$ cat src/design/gbn_pkg.sv
// Shared types, codes and constants of the Go-Back-N sender window block.
package gbn_pkg;

	localparam int MAX_WINDOW = 32;
	localparam int SEQ_W = 32;
	localparam int WIN_W = 6;
	localparam int CNT_W = $clog2(MAX_WINDOW + 1);
	localparam int FIFO_DEPTH = 2;

	// event codes
	localparam logic [1:0] REQ_START = 2'd0;
	localparam logic [1:0] REQ_ACK = 2'd1;
	localparam logic [1:0] REQ_TIMEOUT = 2'd2;
	localparam logic [1:0] REQ_NONE = 2'd3;

	// run status codes
	localparam logic [1:0] ST_RUNNING = 2'd0;
	localparam logic [1:0] ST_ABORTED = 2'd1;
	localparam logic [1:0] ST_DONE = 2'd2;

	localparam logic [1:0] DUP_LIMIT = 2'd3;
	localparam logic [1:0] TIMEOUT_LIMIT = 2'd3;

	// configuration register indexes
	localparam logic CFG_WINDOW_SIZE = 1'b0;
	localparam logic CFG_TOTAL_SEGMENTS = 1'b1;

	typedef struct packed {
		logic [WIN_W-1:0] window_size;
		logic [SEQ_W-1:0] total_segments;
	} cfg_t;

	// one run of results handed from front to back
	typedef struct packed {
		logic stat_only;
		logic [SEQ_W-1:0] start;
		logic [CNT_W-1:0] cnt;
		logic resend;
		logic [1:0] status;
	} cmd_t;

	function automatic logic [CNT_W-1:0] eff_window(input logic [WIN_W-1:0] w);
		logic [CNT_W-1:0] r;
		if (w == '0) begin
			r = CNT_W'(1);
		end else if (32'(w) > 32'(MAX_WINDOW)) begin
			r = CNT_W'(MAX_WINDOW);
		end else begin
			r = CNT_W'(w);
		end
		return r;
	endfunction

endpackage

$ cat src/design/gbn_if.sv
// Channel interfaces: event input and segment result output.
interface gbn_evt_if import gbn_pkg::*; ();
	logic valid;
	logic ready;
	logic [1:0] req_type;
	logic [SEQ_W-1:0] ack_seq;

	modport source (output valid, output req_type, output ack_seq, input ready);
	modport sink (input valid, input req_type, input ack_seq, output ready);
endinterface

interface gbn_res_if import gbn_pkg::*; ();
	logic valid;
	logic ready;
	logic seg_valid;
	logic [SEQ_W-1:0] seg_number;
	logic is_resend;
	logic last_of_run;
	logic [1:0] status;

	modport source (output valid, output seg_valid, output seg_number, output is_resend,
		output last_of_run, output status, input ready);
	modport sink (input valid, input seg_valid, input seg_number, input is_resend,
		input last_of_run, input status, output ready);
endinterface

$ cat src/design/go_back_n_sender_window_unit.sv
// Top level of the Go-Back-N sender window unit.
//
// Usage:
//  - evt channel (valid/ready): one transaction per event, req_type 0 start,
//    1 cumulative ACK (ack_seq), 2 receive timeout; code 3 only yields a status result.
//  - res channel (valid/ready): results per event, in order. Each names a
//    segment to send (seg_valid 1) or, when nothing is sent, is a single
//    status result. last_of_run marks the final result of an event.
//  - cfg port: cfg_we with cfg_index 0 window_size, 1 total_segments.
//    Write only while the unit is idle.
//  - Flow: the front handles each event in turn through capture, state update,
//    window end and plan, set by its state sequencer, and takes no new event
//    until plan has pushed its command. The back then emits results one per
//    cycle while res is ready.
//  - A 2-entry command queue sits between front and back; when res stalls,
//    the back holds its output register, the queue fills and the front
//    stops taking events. No results are lost or duplicated.
//  - Reset (arst_n low) clears window state to zero, status to running,
//    window_size to 4 and total_segments to 0.
module go_back_n_sender_window_unit import gbn_pkg::*; (
	input logic clk,
	input logic arst_n,
	input logic cfg_we,
	input logic cfg_index,
	input logic [SEQ_W-1:0] cfg_wdata,
	gbn_evt_if.sink evt,
	gbn_res_if.source res
);

	cfg_t cfg_q;
	cmd_t f_cmd;
	cmd_t q_cmd;
	logic f_push;
	logic q_full;
	logic q_valid;
	logic q_pop;

	// configuration registers
	always_ff @(posedge clk or negedge arst_n) begin
		if (!arst_n) begin
			cfg_q.window_size <= WIN_W'(4);
			cfg_q.total_segments <= '0;
		end else if (cfg_we) begin
			unique case (cfg_index)
				CFG_WINDOW_SIZE: cfg_q.window_size <= cfg_wdata[WIN_W-1:0];
				CFG_TOTAL_SEGMENTS: cfg_q.total_segments <= cfg_wdata;
				default: begin
				end
			endcase
		end
	end

	// event classification and window bookkeeping
	gbn_front u_front (
		.clk(clk),
		.arst_n(arst_n),
		.evt(evt),
		.cfg(cfg_q),
		.cmd(f_cmd),
		.cmd_push(f_push),
		.cmd_full(q_full)
	);

	gbn_cmd_fifo u_fifo (
		.clk(clk),
		.arst_n(arst_n),
		.push(f_push),
		.din(f_cmd),
		.full(q_full),
		.pop(q_pop),
		.dout(q_cmd),
		.valid(q_valid)
	);

	// run expansion onto the result channel
	gbn_back u_back (
		.clk(clk),
		.arst_n(arst_n),
		.cmd(q_cmd),
		.cmd_valid(q_valid),
		.cmd_pop(q_pop),
		.res(res)
	);

endmodule

$ cat src/design/gbn_front.sv
// Front end: accepts events, updates window state, plans one run per event.
module gbn_front import gbn_pkg::*; (
	input logic clk,
	input logic arst_n,
	gbn_evt_if.sink evt,
	input cfg_t cfg,
	output cmd_t cmd,
	output logic cmd_push,
	input logic cmd_full
);

	localparam logic [1:0] F_IDLE = 2'd0;
	localparam logic [1:0] F_UPD = 2'd1;
	localparam logic [1:0] F_END = 2'd2;
	localparam logic [1:0] F_PLAN = 2'd3;

	logic [1:0] fs_q;
	logic [1:0] req_q;
	logic [SEQ_W-1:0] ack_q;
	logic [SEQ_W-1:0] base_q;
	logic [SEQ_W-1:0] nts_q;
	logic [SEQ_W-1:0] last_ack_q;
	logic [1:0] dup_q;
	logic [1:0] to_q;
	logic [1:0] run_q;
	logic rewind_q;
	logic early_q;
	logic done_q;
	logic [SEQ_W-1:0] start_q;
	logic [SEQ_W:0] end_q;

	logic [1:0] dup_nx;
	logic [1:0] to_nx;
	logic [SEQ_W:0] lim;
	logic [SEQ_W:0] diff;
	logic has_seg;
	logic upd_rewind;
	logic upd_early;

	assign evt.ready = (fs_q == F_IDLE);
	assign dup_nx = (dup_q < DUP_LIMIT) ? dup_q + 2'd1 : dup_q;
	assign to_nx = (to_q < TIMEOUT_LIMIT) ? to_q + 2'd1 : to_q;
	assign lim = {1'b0, base_q} + (SEQ_W + 1)'(eff_window(cfg.window_size));
	assign diff = end_q - {1'b0, start_q};
	assign has_seg = ({1'b0, start_q} < end_q);

	// rewind and early-out flags for the event held in req_q/ack_q
	always_comb begin
		upd_rewind = 1'b0;
		upd_early = 1'b0;
		priority if (run_q != ST_RUNNING || req_q == REQ_NONE) begin
			upd_early = 1'b1;
		end else if (req_q == REQ_ACK) begin
			upd_rewind = (ack_q == last_ack_q) && (dup_nx == DUP_LIMIT);
		end else if (req_q == REQ_TIMEOUT) begin
			upd_rewind = 1'b1;
			upd_early = (to_nx == TIMEOUT_LIMIT);
		end else begin
		end
	end

	always_comb begin
		cmd = '0;
		cmd.status = run_q;
		if (early_q) begin
			cmd.stat_only = 1'b1;
		end else if (done_q) begin
			cmd.stat_only = 1'b1;
			cmd.status = ST_DONE;
		end else if (has_seg) begin
			cmd.start = start_q;
			cmd.cnt = diff[CNT_W-1:0];
			cmd.resend = rewind_q;
		end else begin
			cmd.stat_only = 1'b1;
		end
	end

	assign cmd_push = (fs_q == F_PLAN) && !cmd_full;

	always_ff @(posedge clk or negedge arst_n) begin
		if (!arst_n) begin
			fs_q <= F_IDLE;
			base_q <= '0;
			nts_q <= '0;
			last_ack_q <= '0;
			dup_q <= '0;
			to_q <= '0;
			run_q <= ST_RUNNING;
			rewind_q <= 1'b0;
			early_q <= 1'b0;
		end else begin
			unique case (fs_q)
				F_IDLE: begin
					if (evt.valid) begin
						fs_q <= F_UPD;
					end
				end
				F_UPD: begin
					rewind_q <= upd_rewind;
					early_q <= upd_early;
					fs_q <= F_END;
					if (run_q == ST_RUNNING && req_q != REQ_NONE) begin
						unique case (req_q)
							REQ_ACK: begin
								if (ack_q == last_ack_q) begin
									dup_q <= dup_nx;
								end else if (ack_q > last_ack_q) begin
									last_ack_q <= ack_q;
									base_q <= ack_q;
									dup_q <= '0;
									if (nts_q < ack_q) begin
										nts_q <= ack_q;
									end
								end
							end
							REQ_TIMEOUT: begin
								to_q <= to_nx;
								if (to_nx == TIMEOUT_LIMIT) begin
									run_q <= ST_ABORTED;
								end
							end
							default: begin
							end
						endcase
					end
				end
				F_END: begin
					fs_q <= F_PLAN;
				end
				F_PLAN: begin
					if (!cmd_full) begin
						fs_q <= F_IDLE;
						if (!early_q) begin
							if (done_q) begin
								run_q <= ST_DONE;
							end else if (has_seg) begin
								nts_q <= end_q[SEQ_W-1:0];
							end else begin
								nts_q <= start_q;
							end
						end
					end
				end
				default: fs_q <= F_IDLE;
			endcase
		end
	end

	// payload registers
	always_ff @(posedge clk) begin
		if (fs_q == F_IDLE && evt.valid) begin
			req_q <= evt.req_type;
			ack_q <= evt.ack_seq;
		end
		if (fs_q == F_END) begin
			start_q <= rewind_q ? base_q : nts_q;
			end_q <= (lim > {1'b0, cfg.total_segments}) ? {1'b0, cfg.total_segments} : lim;
			done_q <= (base_q >= cfg.total_segments);
		end
	end

endmodule

$ cat src/design/gbn_cmd_fifo.sv
// Short command queue between front and back.
module gbn_cmd_fifo import gbn_pkg::*; (
	input logic clk,
	input logic arst_n,
	input logic push,
	input cmd_t din,
	output logic full,
	input logic pop,
	output cmd_t dout,
	output logic valid
);

	localparam int PTR_W = (FIFO_DEPTH > 1) ? $clog2(FIFO_DEPTH) : 1;
	localparam int OCC_W = $clog2(FIFO_DEPTH + 1);

	cmd_t mem_q [FIFO_DEPTH];
	logic [PTR_W-1:0] wp_q;
	logic [PTR_W-1:0] rp_q;
	logic [OCC_W-1:0] occ_q;

	function automatic logic [PTR_W-1:0] bump(input logic [PTR_W-1:0] p);
		return (32'(p) == FIFO_DEPTH - 1) ? '0 : p + PTR_W'(1);
	endfunction

	assign full = (32'(occ_q) == FIFO_DEPTH);
	assign valid = (occ_q != '0);
	assign dout = mem_q[rp_q];

	always_ff @(posedge clk or negedge arst_n) begin
		if (!arst_n) begin
			wp_q <= '0;
			rp_q <= '0;
			occ_q <= '0;
		end else begin
			if (push) begin
				wp_q <= bump(wp_q);
			end
			if (pop) begin
				rp_q <= bump(rp_q);
			end
			if (push && !pop) begin
				occ_q <= occ_q + OCC_W'(1);
			end else if (pop && !push) begin
				occ_q <= occ_q - OCC_W'(1);
			end
		end
	end

	always_ff @(posedge clk) begin
		if (push) begin
			mem_q[wp_q] <= din;
		end
	end

endmodule

$ cat src/design/gbn_back.sv
// Back end: expands each run into result transactions, one per cycle while res is ready.
module gbn_back import gbn_pkg::*; (
	input logic clk,
	input logic arst_n,
	input cmd_t cmd,
	input logic cmd_valid,
	output logic cmd_pop,
	gbn_res_if.source res
);

	logic act_q;
	logic so_q;
	logic [SEQ_W-1:0] cur_q;
	logic [CNT_W-1:0] rem_q;
	logic rs_q;
	logic [1:0] st_q;

	logic ov_q;
	logic o_segv_q;
	logic [SEQ_W-1:0] o_seg_q;
	logic o_rs_q;
	logic o_last_q;
	logic [1:0] o_st_q;

	logic slot_free;
	logic emit;
	logic emit_last;

	assign slot_free = !ov_q || res.ready;
	assign emit = act_q && slot_free;
	assign emit_last = so_q || (rem_q == CNT_W'(1));
	assign cmd_pop = cmd_valid && (!act_q || (emit && emit_last));

	assign res.valid = ov_q;
	assign res.seg_valid = o_segv_q;
	assign res.seg_number = o_seg_q;
	assign res.is_resend = o_rs_q;
	assign res.last_of_run = o_last_q;
	assign res.status = o_st_q;

	always_ff @(posedge clk or negedge arst_n) begin
		if (!arst_n) begin
			act_q <= 1'b0;
			ov_q <= 1'b0;
		end else begin
			if (cmd_pop) begin
				act_q <= 1'b1;
			end else if (emit && emit_last) begin
				act_q <= 1'b0;
			end
			if (emit) begin
				ov_q <= 1'b1;
			end else if (res.ready) begin
				ov_q <= 1'b0;
			end
		end
	end

	always_ff @(posedge clk) begin
		if (cmd_pop) begin
			so_q <= cmd.stat_only;
			cur_q <= cmd.start;
			rem_q <= cmd.cnt;
			rs_q <= cmd.resend;
			st_q <= cmd.status;
		end else if (emit) begin
			cur_q <= cur_q + SEQ_W'(1);
			rem_q <= rem_q - CNT_W'(1);
		end
		if (emit) begin
			o_segv_q <= !so_q;
			o_seg_q <= so_q ? '0 : cur_q;
			o_rs_q <= !so_q && rs_q;
			o_last_q <= emit_last;
			o_st_q <= st_q;
		end
	end

	a_rem_nonzero: assert property (@(posedge clk) disable iff (!arst_n)
		act_q && !so_q |-> rem_q != '0)
		else $error("segment run active with no segments left");

	a_run_continues: assert property (@(posedge clk) disable iff (!arst_n)
		emit && !emit_last |=> act_q)
		else $error("run ended before its last result");

	a_status_is_last: assert property (@(posedge clk) disable iff (!arst_n)
		ov_q && !o_segv_q |-> o_last_q)
		else $error("status-only result not marked last");

endmodule
$ cat src/flat_wrapper.sv
// flat-port wrapper written by rule: the top's interface ports become plain ports
module go_back_n_sender_window_unit_flat import gbn_pkg::*;
  (clk, arst_n, cfg_we, cfg_index, cfg_wdata, evt_valid, evt_req_type, evt_ack_seq, evt_ready, res_valid, res_seg_valid, res_seg_number, res_is_resend, res_last_of_run, res_status, res_ready);
  gbn_evt_if evt_i ();
  gbn_res_if res_i ();
  input logic clk;
  input logic arst_n;
  input logic cfg_we;
  input logic cfg_index;
  input logic [SEQ_W-1:0] cfg_wdata;
  input wire logic [$bits(evt_i.valid)-1:0] evt_valid;
  input wire logic [$bits(evt_i.req_type)-1:0] evt_req_type;
  input wire logic [$bits(evt_i.ack_seq)-1:0] evt_ack_seq;
  output wire logic [$bits(evt_i.ready)-1:0] evt_ready;
  output wire logic [$bits(res_i.valid)-1:0] res_valid;
  output wire logic [$bits(res_i.seg_valid)-1:0] res_seg_valid;
  output wire logic [$bits(res_i.seg_number)-1:0] res_seg_number;
  output wire logic [$bits(res_i.is_resend)-1:0] res_is_resend;
  output wire logic [$bits(res_i.last_of_run)-1:0] res_last_of_run;
  output wire logic [$bits(res_i.status)-1:0] res_status;
  input wire logic [$bits(res_i.ready)-1:0] res_ready;
  assign evt_i.valid = evt_valid;
  assign evt_i.req_type = evt_req_type;
  assign evt_i.ack_seq = evt_ack_seq;
  assign evt_ready = evt_i.ready;
  assign res_valid = res_i.valid;
  assign res_seg_valid = res_i.seg_valid;
  assign res_seg_number = res_i.seg_number;
  assign res_is_resend = res_i.is_resend;
  assign res_last_of_run = res_i.last_of_run;
  assign res_status = res_i.status;
  assign res_i.ready = res_ready;
  go_back_n_sender_window_unit u_core (.clk(clk), .arst_n(arst_n), .cfg_we(cfg_we), .cfg_index(cfg_index), .cfg_wdata(cfg_wdata), .evt(evt_i), .res(res_i));
endmodule
$ cat config.mk
export PLATFORM = sky130hd
export DESIGN_NAME = go_back_n_sender_window_unit_flat
export DESIGN_NICKNAME = d
export VERILOG_FILES = /design/src/design/gbn_pkg.sv /design/src/design/gbn_if.sv /design/src/design/go_back_n_sender_window_unit.sv /design/src/design/gbn_front.sv /design/src/design/gbn_cmd_fifo.sv /design/src/design/gbn_back.sv /design/src/flat_wrapper.sv
export SDC_FILE = /design/constraint.sdc
export NUM_CORES = 1
export LEC_CHECK = 0
export BUFFER_PORTS_ARGS = -buffer_cell sky130_fd_sc_hd__buf_2
export CORE_MARGIN = 10
export CORE_UTILIZATION = 60
export CTS_CLUSTER_DIAMETER = 120
export DETAILED_ROUTE_END_ITERATION = 10
export PLACE_DENSITY = 0.77
export SKIP_CTS_REPAIR_TIMING = 1
export SLEW_MARGIN = 20
export SYNTH_ARGS = -nofsm -noshare
export SYNTH_HDL_FRONTEND = slang
export SYNTH_SLANG_ARGS = --single-unit
$ cat constraint.sdc
create_clock -name clk -period 5.7 [get_ports clk]
set_clock_uncertainty 0.2 [all_clocks]
set_input_delay 1.71 -clock clk [delete_from_list [all_inputs] [get_ports clk]]
set_output_delay 1.71 -clock clk [all_outputs]
set_load 0.05 [all_outputs]
## After elaboration in Yosys (flattened, before gate mapping)

Memories as Yosys holds them, arrays and structs flattened.
Cells that the tools add are included.

- $add $sub $neg: 10
- Multiply operators: 0
- Divide/modulo/power cells: 0
- $lt $le $gt $ge: 8
- Equality and inequality tests: 23
- Shift-type cells: 0
- Muxes and demuxes: 54
- Bitwise gates (word level): 2
- Reduce and logical (&&, ||, !) cells: 39

Operator list:

| cell | count |
|---|---|
| 2-to-1 mux 32 bit | 13 |
| 2-to-1 mux 39 bit | 2 |
| case mux 32 bit (2 select lines) | 1 |
| 2-to-1 mux 41 bit | 1 |
| adder 32 x 6 -> 33 bit | 1 |
| greater-than comparator 33 x 32 -> 1 bit | 1 |
| < comparator 32 x 33 -> 1 bit | 1 |
| adder 32 x 1 -> 32 bit (second input constant) | 1 |
| equality test 32 bit | 1 |
| >= comparator 32 bit | 1 |
| greater-than comparator 32 bit | 1 |
| < comparator 32 bit | 1 |
| 2-to-1 mux 2 bit | 14 |
| 2-to-1 mux 6 bit | 4 |
| inequality test 2 bit (second input constant) | 12 |
| 2-to-1 mux 1 bit | 17 |
| nonzero test 2 bit | 8 |
| equality test 2 bit (second input constant) | 7 |
| logical AND 1 bit | 10 |
| AND reduction 9 bit | 1 |
| case mux 2 bit (4 select lines) | 1 |
| adder 2 x 1 -> 2 bit (second input constant) | 3 |
| equality test 6 x 1 -> 1 bit (second input constant) | 1 |
| greater-than comparator 6 bit (second input constant) | 1 |
| 17 further kinds | 32 |

- Register bits: 297
- Bits in latches: 0
- Bits in writable memories: 84
- ROM bits: 0
- Bits of input ports: 72
- Output and inout bits: 39
- Word-level logic and storage cells: 168
- Memories: 1

Memory list:

| name | depth | width | rd ports | clocked after memory_dff | write ports | RTL line | source |
|---|---|---|---|---|---|---|---|
| u_core.u_fifo.mem_q | 2 | 42 | 1 | 0 | 1 | gbn_cmd_fifo.sv:16 | `cmd_t mem_q [FIFO_DEPTH];` |

## Logic depth before layout (Yosys ltp)

Gate-level depths: netlist of the first run.

- Word-level depth: 9
- Depth in mapped cells: 23
- Depth with buffers taken out: 22

## Modules after synthesis

Synthesis of the first run repeated with hierarchy kept, for this count alone.

- Cell total of the unflattened synthesis: 1728
- Area total of the unflattened synthesis: 21360.5 µm²

By module, submodules not included:

| module | times used | cells each | area an instance (µm²) | seq. area each (µm²) |
|---|---|---|---|---|
| gbn_front | 1 | 1182 | 12411.9 | 4854.7 |
| gbn_back | 1 | 317 | 3982.6 | 2422.3 |
| gbn_cmd_fifo | 1 | 147 | 3422.0 | 2622.5 |
| go_back_n_sender_window_unit | 1 | 82 | 1544.0 | 952.2 |

## Least setup slack after synthesis of the first run

Ideal clock, no wire load.

- Kind: reg-to-reg
- Start: register u_core.cfg_q[33] in the netlist's numbering
- End: register u_core.u_front.end_q[22], data pin
- Setup time: 260 ps
- Data arrival time: 4819 ps
- Slack: 421 ps
- Stages on the path, launching flop included: 22
- Buffers on the path: 1
- Period minus slack after synthesis: 5279 ps
- Path through: dfrtp_1 nor4_1 nor2_1 nor2_1 ha_1 inv_1 fa_1 nor2b_1 o21ai_0 a21boi_0 o31a_1 nand3_2 nor4_1 xnor2_1 ha_1 nand4_1 nor3_1 or4b_1 or3_1 a21oi_2 buf_6 mux2_2

- Word-level cells in the longest chain between the ends: 6

Ends and longest elaborated chain:

| item | RTL line | source |
|---|---|---|
| start: declaration | go_back_n_sender_window_unit.sv:30 | `cfg_t cfg_q;` |
| greater-than comparator 6 bit | gbn_pkg.sv:46 | `end else if (32'(w) > 32'(MAX_WINDOW)) begin` |
| 2-to-1 mux 6 bit | gbn_pkg.sv:46 |  |
| 2-to-1 mux 6 bit (*) | gbn_pkg.sv:44 | `if (w == '0) begin` |
| adder 32 x 6 -> 33 bit (*) | gbn_front.sv:43 | `assign lim = {1'b0, base_q} + (SEQ_W + 1)'(eff_window(cfg.window_size));` |
| greater-than comparator 33 x 32 -> 1 bit | gbn_front.sv:158 | `end_q <= (lim > {1'b0, cfg.total_segments}) ? {1'b0, cfg.total_segments} : lim;` |
| 2-to-1 mux 32 bit (*) | gbn_front.sv:158 |  |
| end signal: assignment | gbn_front.sv:158 |  |
| end: declaration | gbn_front.sv:30 | `logic [SEQ_W:0] end_q;` |

Every way passes the cells marked *; elsewhere a longest branch is shown, timed or not.
A chain may end at the register's enable or synchronous reset.

## Worst setup path after layout of the first run

- Start: register u_core.cfg_q[33] in the netlist's numbering
- End: register u_core.u_front.end_q[25], data pin

Same word-level chain as after synthesis.

==> flow_results.org, run 1 <==
** Placement
- Placement Setup Slack :: -0.0746 ns
- Inst Count DP :: 2290
- Routability congestion estimate from global placement :: 0.900
- DPL Wire Length :: 32700 um
- Buffers placed on the I/O ports in this run total 110.

** STA
- In the finished design, the share of the clock period the worst path needs comes to 99.0%.
- Min Clock Period, post-route :: 5.64 ns
- Setup repair after global routing could not meet its margin everywhere.
- Setup violators final :: 0
- Fmax achieved :: 0.177 GHz
- Setup slack of the critical path after layout :: 0.0579 ns
- Pins Over Slew Limit :: 0
- Measured slew at the worst slew-check pin :: 1.08 ns
- Headroom to the max-slew limit came out at 27.8%.
- Final Hold Viols :: 0

** Final layout
- At the end of the flow, the number of nets in the layout was 2145.
- Post-synthesis to final-layout area growth :: 12.5%
- The library cell used most frequently in the layout, excluding fill and tap cells, is sky130_fd_sc_hd__edfxtp_1.
- Final core utilization :: 68.8%
- Final instance count without filler cells :: 2373
- 0 antenna diodes ended up in the layout.
- Share of post-route cells with drive strength above 1 :: 17.5%
- Highest-count cells in the layout ignoring fill and taps :: sky130_fd_sc_hd__edfxtp_1, sky130_fd_sc_hd__ha_1, sky130_fd_sc_hd__inv_1

** Routing
- Wire length per cell after detailed routing :: 18.8 um
- The count of nets left with antenna violations once routing finished came out at 0.
- Post-detailed-route DRC marker count :: 0
- The first detailed-routing pass took 7 iterations.
- For this block, the via count after detailed routing is 13.8k.
- After detailed routing, the number of vias per cell comes to 5.81.
- Total wire length after detailed routing :: 44600 um
- For this block, the initial DRC count from the detailed router was 1137.

** Synth
- Share of the yosys chip area belonging to registers :: 52.7%
- For this run, the number of Yosys warnings is 0.
- In this run, synthesis inferred 263 flip-flops with an integrated enable.
- Main flop type after synthesis :: sky130_fd_sc_hd__edfxtp_1
- Synthesis inferred 381 register bits.
- Netlist area before placement :: 20600 sq um
- Mapped Nets :: 2025
- Number of distinct library cell variants in the gate-level netlist after synthesis :: 63
- After technology mapping, the gate count stands at 1773.
- For this run, asynchronously set or reset flops after synthesis account for 31.0%.
- Each instance of the synthesized netlist takes up on average 11.6 sq um.

** Global routing
- The via count of the first global-routing pass was 13.9k.
- Combined global-route utilization of all metal layers :: 21.2%
- Global Route met3 Usage :: 4.17%
- After global routing, the most crowded layer is met2.
- Pin count of the biggest net entering global routing :: 100
- Met1 Usage GRT :: 29.6%
- The number of antenna violations at the first check in global routing came to 0.
- M2 GR Usage :: 32.8%
- Leftover overflow at the end of global routing :: 0
- The first global-routing pass estimated 72100 um of wire.

** CTS
- At the later pin of the worst-skew pair, clock insertion delay measures 0.54 ns.
- The tree is rooted in a sky130_fd_sc_hd__clkbuf_16.
- TritonCTS built the clock tree.
- For this design, the sink count on the clock tree is 381.
- Clock-pin slew of the registers on the worst-case setup and hold paths :: 0.06 ns
- The H-tree generated during clock tree synthesis spans 2 levels.
- The number of clock buffers added by TritonCTS is 40.
- No sink is reached through more buffers than the 3 on the longest clock path.

** Pwr
- For this design the static power due to leakage is 9.73 nW.
- Power per cell area :: 569 nW/um^2
- IR analysis of the VDD net gives a maximum drop of 300 uV.

** Critical path
- Maximum fanout count along the critical path :: 7
- Data on the critical path is required at its endpoint by 5.79 ns.
- The critical path in this run is classified as flip-flop to flip-flop.
- STA classifies the critical path endpoint as a flip-flop.
- Data arrives at the worst endpoint at 5.73 ns.
- STA classifies the critical path startpoint as a flip-flop.

** Die
- Overall die area :: 42200 sq um
- The initial utilization of the core area, before any placement, comes to 61.1%.
- Placement Rows :: 67
- The die is 205 um tall.
- Core box area :: 33700 sq um
- Number of top-level pins :: 111
- The die is 205 um wide.

** Run
- Max-cap violations :: 0

** Hold path
- In this run the worst hold path is classified as flip-flop to flip-flop.

** Status
- The run finished with clean final reports.
-- routing by layer --
| metal | up-vias | routed length (um) |
|---|---|---|
| met3 | 68 | 2880 |
| met2 | 397 | 20200 |
| met4 | 0 | 1130 |
| li1 | 6695 | - |
| met5 | - | 0 |
| met1 | 6636 | 20400 |
-- synthesized netlist by cell type (all sizes together) (9+ instances only) --
cell    number  area [sq um]
ha         178          2230
nor2        64           240
a211oi      34           255
a21o        35           263
o21ai       75           375
a21oi       90           458
buf         14           101
mux2       137          1540
and3        37           231
nor2b       74           463
nand4       38           238
nor4         9          68.8
xor2        25           219
nand2b      10          62.6
clkbuf      53           199
inv        160           601
nand2      132           495
xnor2       46           403
nand3       55           280
dfrtp      117          2930
mux2i       11           110
o221ai      32           280
edfxtp     263          7900
nor3        19           100
-- critical path, stage by stage (launching register included) --
cell and delay, ns:
sky130_fd_sc_hd__dfrtp_1 0.38, sky130_fd_sc_hd__nor4_1 0.28, sky130_fd_sc_hd__nor2_1 0.07, sky130_fd_sc_hd__nor2_1 0.14, sky130_fd_sc_hd__ha_2 0.20, sky130_fd_sc_hd__inv_2 0.04, sky130_fd_sc_hd__fa_2 0.34, sky130_fd_sc_hd__nor2b_2 0.13
sky130_fd_sc_hd__o21ai_2 0.07, sky130_fd_sc_hd__a21boi_2 0.18, sky130_fd_sc_hd__o31a_1 0.28, sky130_fd_sc_hd__nand3_2 0.17, sky130_fd_sc_hd__nor4_4 0.30, sky130_fd_sc_hd__xnor2_2 0.12, sky130_fd_sc_hd__ha_1 0.30, sky130_fd_sc_hd__nand4_1 0.13
sky130_fd_sc_hd__nor3_2 0.21, sky130_fd_sc_hd__buf_4 0.14, sky130_fd_sc_hd__or4b_4 0.47, sky130_fd_sc_hd__buf_4 0.16, sky130_fd_sc_hd__a211oi_2 0.15, sky130_fd_sc_hd__nor3_1 0.06, sky130_fd_sc_hd__nand3b_1 0.13, sky130_fd_sc_hd__a21oi_4 0.08
sky130_fd_sc_hd__buf_12 0.16, sky130_fd_sc_hd__clkbuf_16 0.16, sky130_fd_sc_hd__mux2_1 0.31
-- registers in the layout, summed over array words and instances (netlist names), 6 cells and up --
| name | cells |
|---|---|
| u_core.u_fifo.mem_q | 84 |
| u_core.cfg_q | 38 |
| u_core.u_front.end_q | 33 |
| u_core.u_back.cur_q | 32 |
| u_core.u_back.res.seg_number | 32 |
| u_core.u_front.ack_q | 32 |
| u_core.u_front.last_ack_q | 32 |
| u_core.u_front.nts_q | 32 |
| u_core.u_front.start_q | 32 |
| u_core.u_back.rem_q | 6 |
-- cell families after synthesis --
group           share of synthesized area [%]
fa+ha+maj                                11.0
simple gates                             11.6
other cells                            0.0182
flops                                    52.7
xor+xnor                                 3.02
buf+inv                                  4.37
compound gates                           9.28
mux                                      8.02
-- per-stage QoR --
stage / area (sq um) / hold WS [ns] / TNS, ns / power, mW
floorplan: 20600 / 0.200 / 0 / 9.00
global placement: 21700 / 0.205 / 0 / 10.2
detailed placement: 21700 / 0.207 / -1.88 / 10.5
CTS: 23000 / 0.221 / -2.32 / 13.1
global route: 23200 / 0.224 / -6.30 / 14.1
finish: 23200 / 0.219 / 0 / 13.2
-- report_power, final --
part | internal [mW] | switching, mW | total (mW)
Sequential | 4.36 | 0.919 | 5.28
Clock | 1.53 | 1.04 | 2.57
Combinational | 2.22 | 3.13 | 5.35
-- layout make-up --
cell class	instances	area [sq um]
multi-input combinational	1165	8970
sequential	381	10900
fill	2511	10500
tap	448	561
clock buffer	60	1150
inverter	160	601
clock inverter	14	145
timing repair buffer	145	902
-- worst paths after layout --
kind	from	endpoint	slack, ns	depth (start not counted)
min	u_core.u_back.st_q[0]	u_core.u_back.res.status[0]	0.22	0
max	u_core.cfg_q[33]	u_core.u_front.end_q[25]	0.06	26
min in group asynchronous	arst_n	u_core.cfg_q[30]	1.09	1
max reg2reg	u_core.cfg_q[33]	u_core.u_front.end_q[25]	0.06	26
min reg2reg	u_core.u_back.st_q[0]	u_core.u_back.res.status[0]	0.22	0
max in group asynchronous	arst_n	u_core.u_front.nts_q[5]	3.24	2
Note: power is estimated with default switching activity, not from simulation.
==> run 2: changes to the inputs <==
--- a/config.mk
+++ b/config.mk
@@ -15,4 +15,5 @@
 export SLEW_MARGIN = 20
 export SYNTH_ARGS = -nofsm -noshare
 export SYNTH_HDL_FRONTEND = slang
+export SYNTH_HIERARCHICAL = 1
 export SYNTH_SLANG_ARGS = --single-unit
==> run 2 against run 1 <==
Combinational power down 4.7%. Clock power up 23%. Maximum frequency up 4.7%. Synthesized cell count down 2.5%. Wire length up 5.6%. Critical endpoint is now u_core/u_front/end_q[25]. Highest routed layer unchanged.
==> flow_results.org, run 2 <==
** CTS
- Number of buffers added by the clock tree synthesis step :: 42 (+5.0%)
- Clock tree synthesis selected as its root buffer the cell sky130_fd_sc_hd__clkbuf_16.
- TritonCTS built the clock tree.
- The number of sinks on the clock net came to 381 (unchanged).
- The clock latency at the later pin of the worst-skew pair came to 0.54 ns (about the same).
- Clock-pin slew of the registers on the worst-case setup and hold paths :: 0.06 ns (about the same)
- The maximum count of clock buffers along a single path was 3 (unchanged).
- The number of levels the H-tree was split into was 2 (unchanged).

** Synth
- Commonest cells in the synthesized netlist :: sky130_fd_sc_hd__edfxtp_1, sky130_fd_sc_hd__ha_1, sky130_fd_sc_hd__inv_1
- The count of state elements after synthesis was 381 (unchanged).
- The largest total area in the synthesized netlist belongs to sky130_fd_sc_hd__edfxtp_1.
- The area share of the leading cell type in the synthesized netlist came to 37.0% (-1.4 points).
- Number of distinct library cell variants in the gate-level netlist after synthesis :: 65 (+3.2%)
- Netlist area before placement :: 21400 sq um (+3.7%)
- Average cell area after synthesis :: 12.4 sq um (+6.4%)
- The number of warnings reported in the yosys synthesis log came to 6 (+6).
- Among all flip-flop cells after synthesis, the most frequent one is sky130_fd_sc_hd__edfxtp_1.
- Among all cell types in the netlist, the one instantiated most often is sky130_fd_sc_hd__edfxtp_1.
- Share of the yosys chip area belonging to registers :: 50.8% (-1.9 points)
- The number of nets produced by synthesis is 1980 (-2.2%).
- The number of instances in the synthesized netlist is 1728 (-2.5%).
- Cells taking the most area after synthesis :: sky130_fd_sc_hd__edfxtp_1, sky130_fd_sc_hd__dfrtp_1, sky130_fd_sc_hd__ha_1
- The number of flops mapped to enable cells by yosys was 263 (unchanged).
- The async set-or-reset flop fraction in the synthesized netlist came to 31.0% (unchanged).

** Routing
- Remaining antenna violation count after routing :: 0 (unchanged)
- Via count :: 14.0k (+1.3%)
- Iter 0 DRT Violations :: 1141 (+0.35%)
- The routed wire length came to 47100 um (+5.6%).
- Wire length per cell after detailed routing :: 20.2 um (+7.4%)
- Post-detailed-route DRC marker count :: 0 (unchanged)
- The number of search-and-repair iterations in the first detailed-routing pass was 6 (-1).
- The via density per instance came to 5.99 (+3.0%).

** Hold path
- In this run the worst hold path is classified as flip-flop to flip-flop.
- Hold path startpoint :: u_core/u_back/st_q[0]

** Critical path
- Maximum fanout count along the critical path :: 9 (+2)
- The signal on the critical path passes through nor4_1, nor2_1, nor2_1, ha_1, inv_1, fa_1, nor2b_1, o21ai_0, a21boi_2, o311a_1, and2_1, nand2_1, xnor2_1, ha_1, a21o_1, a21o_1, a21o_1, a21o_1, a221oi_1, o211ai_1, a32o_2, buf_4, mux2_4.
- The highest cell delay on the worst timing path came to 0.40 ns (-0.07 ns).
- Tracing the worst setup path back leads to its startpoint at u_core/cfg_q[33].
- Required time at the endpoint of the critical path :: 5.78 ns (about the same)
- Critical path class :: flip-flop to flip-flop
- Worst setup SP type :: flip-flop
- The count of buffering cells on the critical path with inverters included came to 2 (-3).
- Sort of element at the end of the critical path :: flip-flop
- Cell at the slowest stage of the critical path :: sky130_fd_sc_hd__fa_1
- In this run the critical register-to-register path is launched from u_core/cfg_q[33].
- Counting stages on the worst path, the most repeated cell is sky130_fd_sc_hd__a21o_1.
- Cell family with the largest share of critical-path delay :: compound AO/OA/AOI/OAI gates
- Arrival time of the worst setup path :: 5.47 ns (-0.26 ns)

** Die
- Number of top-level pins :: 111 (unchanged)
- Effective utilization at floorplan :: 60.5% (-0.66 points)
- Placement Rows :: 69 (+3.0%)
- The width of the die was 209 um (+1.6%).
- Overall die area :: 43500 sq um (+3.3%)
- Core box area :: 35300 sq um (+4.8%)
- The die boundary height was 209 um (+1.6%).

** Pwr
- The part of the total power dissipated in combinational logic was 38.1% (-2.5 points).
- Static leakage power :: 10.2 nW (+4.8%)
- Power, Total :: 13.4 mW (+1.3%)
- The largest vdd supply drop came to 387 uV (+29%).
- Switching power :: 4.84 mW (-4.9%)
- Total internal power :: 8.53 mW (+5.2%)
- The clock group share of total power is 23.7% (+4.3 points).
- The switching power as a share of total power was 36.2% (-2.4 points).
- Proportion of power drawn by flip-flops and latches :: 38.2% (-1.8 points)
- The total power divided by cell area was 557 nW/um^2 (-2.1%).

** Global routing
- The first-pass GRT wire length was 75100 um (+4.2%).
- Vias in the first global route :: 14.0k (+0.76%)
- Number of antenna violations at the first check in global routing :: 0 (unchanged)
- Pin count of the biggest net entering global routing :: 80 (-20%)
- The overflow left after global routing was 0 (unchanged).
- The total global routing track utilization is 21.0% (-0.12 points).

** STA
- The minimum clock period was 5.39 ns (-0.252 ns).
- The normalized max-slew margin was 29.1% (+1.3 points).
- Sum Neg Setup Slack :: 0 ns (unchanged)
- RSZ-0062 raised after global routing :: false
- Pins Over Slew Limit :: 0 (unchanged)
- Share of the cycle needed by the critical path after routing :: 94.6% (-4.4 points)
- The fmax was 0.186 GHz (+4.7%).
- Measured slew at the worst slew-check pin :: 1.06 ns (-0.0196 ns)
- Final Hold Viols :: 0 (unchanged)
- The number of endpoints failing setup at the final stage is 0 (unchanged).

** Final layout
- Nets@finish :: 2092 (-2.5%)
- The diode insertion count for antenna repair came to 0 (unchanged).
- The register with the most flip-flops in the final layout is u_core/u_fifo/mem_q.
- Leaving out fill and tap cells, the most frequent cell in the layout is sky130_fd_sc_hd__edfxtp_1.
- In the final layout, the registers with the most flip-flops are u_core/u_fifo/mem_q (84), u_core/cfg_q (38), u_core/u_front/end_q (33).
- The number of flip-flops in the largest register was 84 (unchanged).
- The top cell types in the final layout, fill and taps aside, are sky130_fd_sc_hd__edfxtp_1, sky130_fd_sc_hd__ha_1, sky130_fd_sc_hd__inv_1.
- The fraction of final layout cells sized beyond drive strength 1 was 22.4% (+4.9 points).
- Post-synthesis to final-layout area growth :: 12.3%

** Placement
- Routability congestion estimate from global placement :: 0.945 (+5.0%)
- Buffers added on ports :: 110 (unchanged)
- DPL Wire Length :: 35200 um (+7.4%)

** Status
- The flow ran to the end, and the final reports show no timing, DRC or antenna violations.

** Run
- The max-capacitance violation count came to 0 (unchanged).
run 2: changes by cell type after synthesis, moves of 16 or more:
cell and change:
sky130_fd_sc_hd__and3_1 -30, sky130_fd_sc_hd__and2_1 +31, sky130_fd_sc_hd__mux2i_1 +22, sky130_fd_sc_hd__a21oi_1 -28, sky130_fd_sc_hd__nor2b_1 -31, sky130_fd_sc_hd__clkbuf_1 -16, sky130_fd_sc_hd__nand2_1 -49, sky130_fd_sc_hd__mux2_4 +98
sky130_fd_sc_hd__a31oi_1 +17, sky130_fd_sc_hd__mux2_1 -30, sky130_fd_sc_hd__o21ai_0 -36
run 2: cell families after synthesis:
logic type,share of synthesized area (%)
buffers and inverters,4.55
AO/OA/AOI/OAI,8.28
AND/OR/NAND/NOR,10.0
multiplexers,13.5
other,0.0176
adder cells (fa/ha/maj),10.6
XOR/XNOR,2.21
flip-flops,50.8
run 2: through the flow:
| step | setup slack [ns] | instances | hold WS, ns | cell area [sq um] | utilization, % |
|---|---|---|---|---|---|
| after floorplan | 0.724 | 1728 | 0.200 | 21400 | - |
| after global routing | 0.00303 | 2334 | 0.229 | 24000 | 67.9 |
| after CTS | 0.148 | 2333 | 0.228 | 24000 | 67.9 |
| after global placement | 0.305 | 2256 | 0.217 | 22300 | 63.2 |
| final | 0.310 | 2334 | 0.226 | 24000 | 67.9 |
| after detailed placement | 0.177 | 2256 | 0.215 | 22300 | 63.2 |
run 2: final cells by class:
| type | instances | area, sq um |
|---|---|---|
| Multi-Input combinational cell | 1125 | 9580 |
| Inverter | 158 | 593 |
| Timing Repair Buffer | 132 | 731 |
| Tap cell | 461 | 577 |
| Sequential cell | 381 | 10900 |
| Clock inverter | 27 | 467 |
| Clock buffer | 50 | 1190 |
| Fill cell | 2564 | 11300 |
run 2: per-layer routing:
layer	GRT usage [%]	wire length, um	vias to the layer above
li1	-	-	6618
met1	29.4	21200	6750
met2	32.9	21100	524
met3	3.46	3370	86
met4	6.85	1460	0
met5	0	0	-
run 2: final timing paths:
| path | to | slack (ns) | depth (start not counted) |
|---|---|---|---|
| worst max-delay path | u_core/u_front/end_q[25] | 0.31 | 23 |
| worst min-delay path | u_core/u_back/res.status[0] | 0.23 | 0 |
| worst max register to register | u_core/u_front/end_q[25] | 0.31 | 23 |
| worst min register to register | u_core/u_back/res.status[0] | 0.23 | 0 |
| max in group asynchronous | u_core/cfg_q[9] | 3.30 | 2 |
| min in group asynchronous | u_core/u_fifo/rp_q | 1.00 | 1 |
run 2: power by group through the flow:
| stage | registers (mW) | logic (mW) | clock network (mW) |
|---|---|---|---|
| after floorplan | 5.09 | 3.68 | 0 |
| after global placement | 5.08 | 4.85 | 0 |
| after detailed placement | 5.12 | 5.04 | 0 |
| after CTS | 5.07 | 5.09 | 3.21 |
| after global routing | 5.19 | 5.62 | 3.35 |
| final | 5.10 | 5.10 | 3.17 |
==> run 3: changes to the inputs <==
--- a/config.mk
+++ b/config.mk
@@ -5,7 +5,7 @@
 export SDC_FILE = /design/constraint.sdc
 export NUM_CORES = 1
 export LEC_CHECK = 0
-export BUFFER_PORTS_ARGS = -buffer_cell sky130_fd_sc_hd__buf_2
+export BUFFER_PORTS_ARGS = -buffer_cell sky130_fd_sc_hd__buf_4
 export CORE_MARGIN = 10
 export CORE_UTILIZATION = 60
 export CTS_CLUSTER_DIAMETER = 120
==> run 3 against run 2 <==
First-iteration DRC count fell by 6.3%. Clock-buffer cell count rose by 7. Sequential share of layout area rose by 0.085 points. Sequential cell count did not move. Hold slack got worse by 0.0025 ns. Die area did not move. Critical endpoint is now u_core/u_front/end_q[21]. Largest power group is now combinational logic. Highest routed layer unchanged.
==> flow_results.org, run 3 (same netlist as run 2, synthesis figures left out) <==
** Critical path
- The worst setup path is of the flip-flop to flip-flop kind.
- Required time at the endpoint of the critical path :: 5.80 ns (+0.02 ns)
- The worst setup path is launched from a flip-flop.
- Arrival time of the worst setup path :: 5.48 ns (about the same)
- Maximum fanout count along the critical path :: 32 (+23)
- Sort of element at the end of the critical path :: flip-flop

** CTS
- The number of levels the H-tree was split into is 2 (unchanged).
- Total number of clock tree sinks :: 381 (unchanged)
- The clock buffer count from CTS was 41 (-2.4%).
- The root buffer cell chosen for the clock tree is sky130_fd_sc_hd__clkbuf_16.
- TritonCTS built the clock tree.
- Clock latency of the later-clocked register in the worst-skew pair :: 0.56 ns (+0.02 ns)
- The clock slew at the register clock pins of the worst setup and hold paths is 0.06 ns (about the same).
- Maximum buffer depth of the clock tree :: 3 (unchanged)

** Pwr
- The switching power as a share of total power is 37.0% (+0.81 points).
- Switching power :: 4.75 mW (-1.8%)
- VDD IR max :: 352 uV (-8.9%)
- The total leakage power is 10.1 nW (-0.68%).
- Power share of the clock group :: 20.7% (-3.0 points)
- The internal portion of total power is 8.08 mW (-5.2%).
- Proportion of power drawn by flip-flops and latches :: 39.6% (+1.4 points)
- The total power divided by cell area is 536 nW/um^2 (-3.8%).
- Combinational cell fraction of total power :: 39.7% (+1.6 points)

** STA
- Worst-case headroom to the max-slew limit :: 30.1% (+1.0 points)
- The worst-margin pin slew is 1.04 ns (-0.0153 ns).
- The final setup TNS is 0 ns (unchanged).
- The final number of hold-violating endpoints was 0 (unchanged).
- RSZ-0062 raised after global routing :: false
- The minimum clock period is 5.38 ns (-0.00750 ns).
- The count of pins over their slew limit was 0 (unchanged).
- The number of endpoints failing setup at the final stage is 0 (unchanged).
- The fmax came to 0.186 GHz (+0.14%).
- The smallest hold slack is 0.223 ns (-0.00249 ns).
- Share of the cycle needed by the critical path after routing :: 94.4% (-0.13 points)

** Routing
- The routed wire length came to 45700 um (-2.9%).
- Via count :: 13.9k (-0.52%)
- Wire length per cell after detailed routing :: 19.6 um (-2.7%)
- The count of nets left with antenna violations after detail routing is 0 (unchanged).
- DR pass1 iterations :: 5 (-1)
- Detailed-route vias per instance :: 5.97 (-0.34%)
- The number of remaining DRC errors was 0 (unchanged).
- Iter 0 DRT Violations :: 1069 (-6.3%)

** Final layout
- Flip-flop count of the largest register, all copies and words added :: 84 (unchanged)
- Highest-count cells in the layout ignoring fill and taps :: sky130_fd_sc_hd__edfxtp_1, sky130_fd_sc_hd__ha_1, sky130_fd_sc_hd__inv_1
- Compared with the post-synthesis result, the final layout area differs by 12.1%.
- Final Cell Area :: 23900 sq um (-0.19%)
- The fraction of final layout cells sized beyond drive strength 1 came to 21.7% (-0.65 points).
- Register bank with the most flops :: u_core/u_fifo/mem_q
- Largest registers ranked by flip-flop count :: u_core/u_fifo/mem_q (84), u_core/cfg_q (38), u_core/u_front/end_q (33)
- The total of fill cells in the finished design was 2551 (-0.51%).
- Nets@finish :: 2088 (-0.19%)
- The library cell used most frequently in the layout, excluding fill and tap cells, is sky130_fd_sc_hd__edfxtp_1.
- The diode insertion count for antenna repair is 0 (unchanged).

** Global routing
- Vias in the first global route :: 14.0k (-0.057%)
- Pin count of the biggest net entering global routing :: 99 (+24%)
- The total global routing track utilization is 20.7% (-0.34 points).
- The number of antenna violations at the first check in global routing was 0 (unchanged).
- Leftover overflow at the end of global routing :: 0 (unchanged)
- The first-pass GRT wire length came to 73900 um (-1.6%).

** Run
- The max-capacitance violation count is 0 (unchanged).

** Die
- The overall die area was 43500 sq um (unchanged).
- Number of top-level pins :: 111 (unchanged)
- Placement Rows :: 69 (unchanged)
- Vertical die dimension :: 209 um (unchanged)
- The width of the die is 209 um (unchanged).
- Effective utilization at floorplan :: 60.5% (unchanged)
- Core box area :: 35300 sq um (unchanged)

** Placement
- Routability congestion estimate from global placement :: 0.930 (-1.5%)
- The quantity of I/O buffers inserted on ports was 110 (unchanged).
- Placed Area :: 22600 sq um (+1.2%)
- DPL Wire Length :: 34000 um (-3.3%)

** Hold path
- Class of the most critical hold timing path :: flip-flop to flip-flop

** Status
- The flow ran to the end, and the final reports show no timing, DRC or antenna violations.
-- run 3: cell types whose count changed in the layout (fill, tap and decap cells not counted), sizes merged --
cell	delta
bufinv	-9
inv	+1
buf	-3
clkbuf	+7
-- run 3: worst max-delay path, stage by stage (launching register included) --
cell and delay [ns]:
sky130_fd_sc_hd__dfrtp_1 0.39, sky130_fd_sc_hd__nor4_1 0.29, sky130_fd_sc_hd__nor2_1 0.06, sky130_fd_sc_hd__nor2_1 0.11, sky130_fd_sc_hd__ha_1 0.18, sky130_fd_sc_hd__inv_1 0.06
sky130_fd_sc_hd__fa_1 0.40, sky130_fd_sc_hd__nor2b_1 0.13, sky130_fd_sc_hd__o21ai_0 0.13, sky130_fd_sc_hd__a21boi_2 0.25, sky130_fd_sc_hd__o311a_1 0.24, sky130_fd_sc_hd__and2_1 0.23
sky130_fd_sc_hd__nand2_1 0.09, sky130_fd_sc_hd__xnor2_1 0.20, sky130_fd_sc_hd__ha_1 0.28, sky130_fd_sc_hd__a21o_1 0.18, sky130_fd_sc_hd__a21o_1 0.16, sky130_fd_sc_hd__a21o_1 0.16
sky130_fd_sc_hd__a21o_1 0.18, sky130_fd_sc_hd__a221oi_1 0.26, sky130_fd_sc_hd__o211ai_1 0.15, sky130_fd_sc_hd__a32o_2 0.27, sky130_fd_sc_hd__buf_12 0.19, sky130_fd_sc_hd__mux2_4 0.32
-- run 3: final cells by class --
type / count / area [sq um] / share of cell area (%)
well taps: 461 / 577 / 2.41
clock inverters: 19 / 208 / 0.868
multi-input cells: 1125 / 9580 / 40.0
inverters: 158 / 593 / 2.48
clock buffers: 57 / 1140 / 4.76
repair buffers: 129 / 993 / 4.15
flip-flops and latches: 381 / 10900 / 45.3
-- run 3: stage by stage --
stage	std cells	worst slack (ns)	power [mW]	util, %
6_report	2330	0.317	12.8	67.8
5_1_grt	2330	0.0516	13.7	67.8
4_1_cts	2330	0.251	12.9	67.8
3_5_place_dp	2254	0.274	10.2	64.0
3_3_place_gp	2254	0.362	9.96	64.0
2_1_floorplan	1728	0.724	8.77	-
-- run 3: power groups by stage --
stage | Sequential (mW) | Combinational [mW] | Clock, mW
floorplan | 5.09 | 3.68 | 0
global placement | 5.07 | 4.89 | 0
detailed placement | 5.11 | 5.06 | 0
CTS | 5.06 | 5.10 | 2.71
global route | 5.19 | 5.64 | 2.83
finish | 5.09 | 5.10 | 2.65
-- run 3: metal layers --
metal / GRT usage (%) / wire length [um] / vias up
li1: - / - / 6597
met1: 28.6 / 20800 / 6713
met2: 32.3 / 20800 / 491
met3: 3.13 / 2660 / 105
met4: 7.99 / 1540 / 0
met5: 0 / 0 / -
-- run 3: worst paths after layout --
kind / cells past startpoint / end / slack (ns) / from
max: 23 / u_core/u_front/end_q[21] / 0.32 / u_core/cfg_q[33]
min: 0 / u_core/u_back/res.status[1] / 0.22 / u_core/u_back/st_q[1]
max reg2reg: 23 / u_core/u_front/end_q[21] / 0.32 / u_core/cfg_q[33]
min reg2reg: 0 / u_core/u_back/res.status[1] / 0.22 / u_core/u_back/st_q[1]
max in group asynchronous: 2 / u_core/cfg_q[34] / 3.41 / arst_n
min in group asynchronous: 1 / u_core/u_fifo/occ_q[0] / 1.01 / arst_n
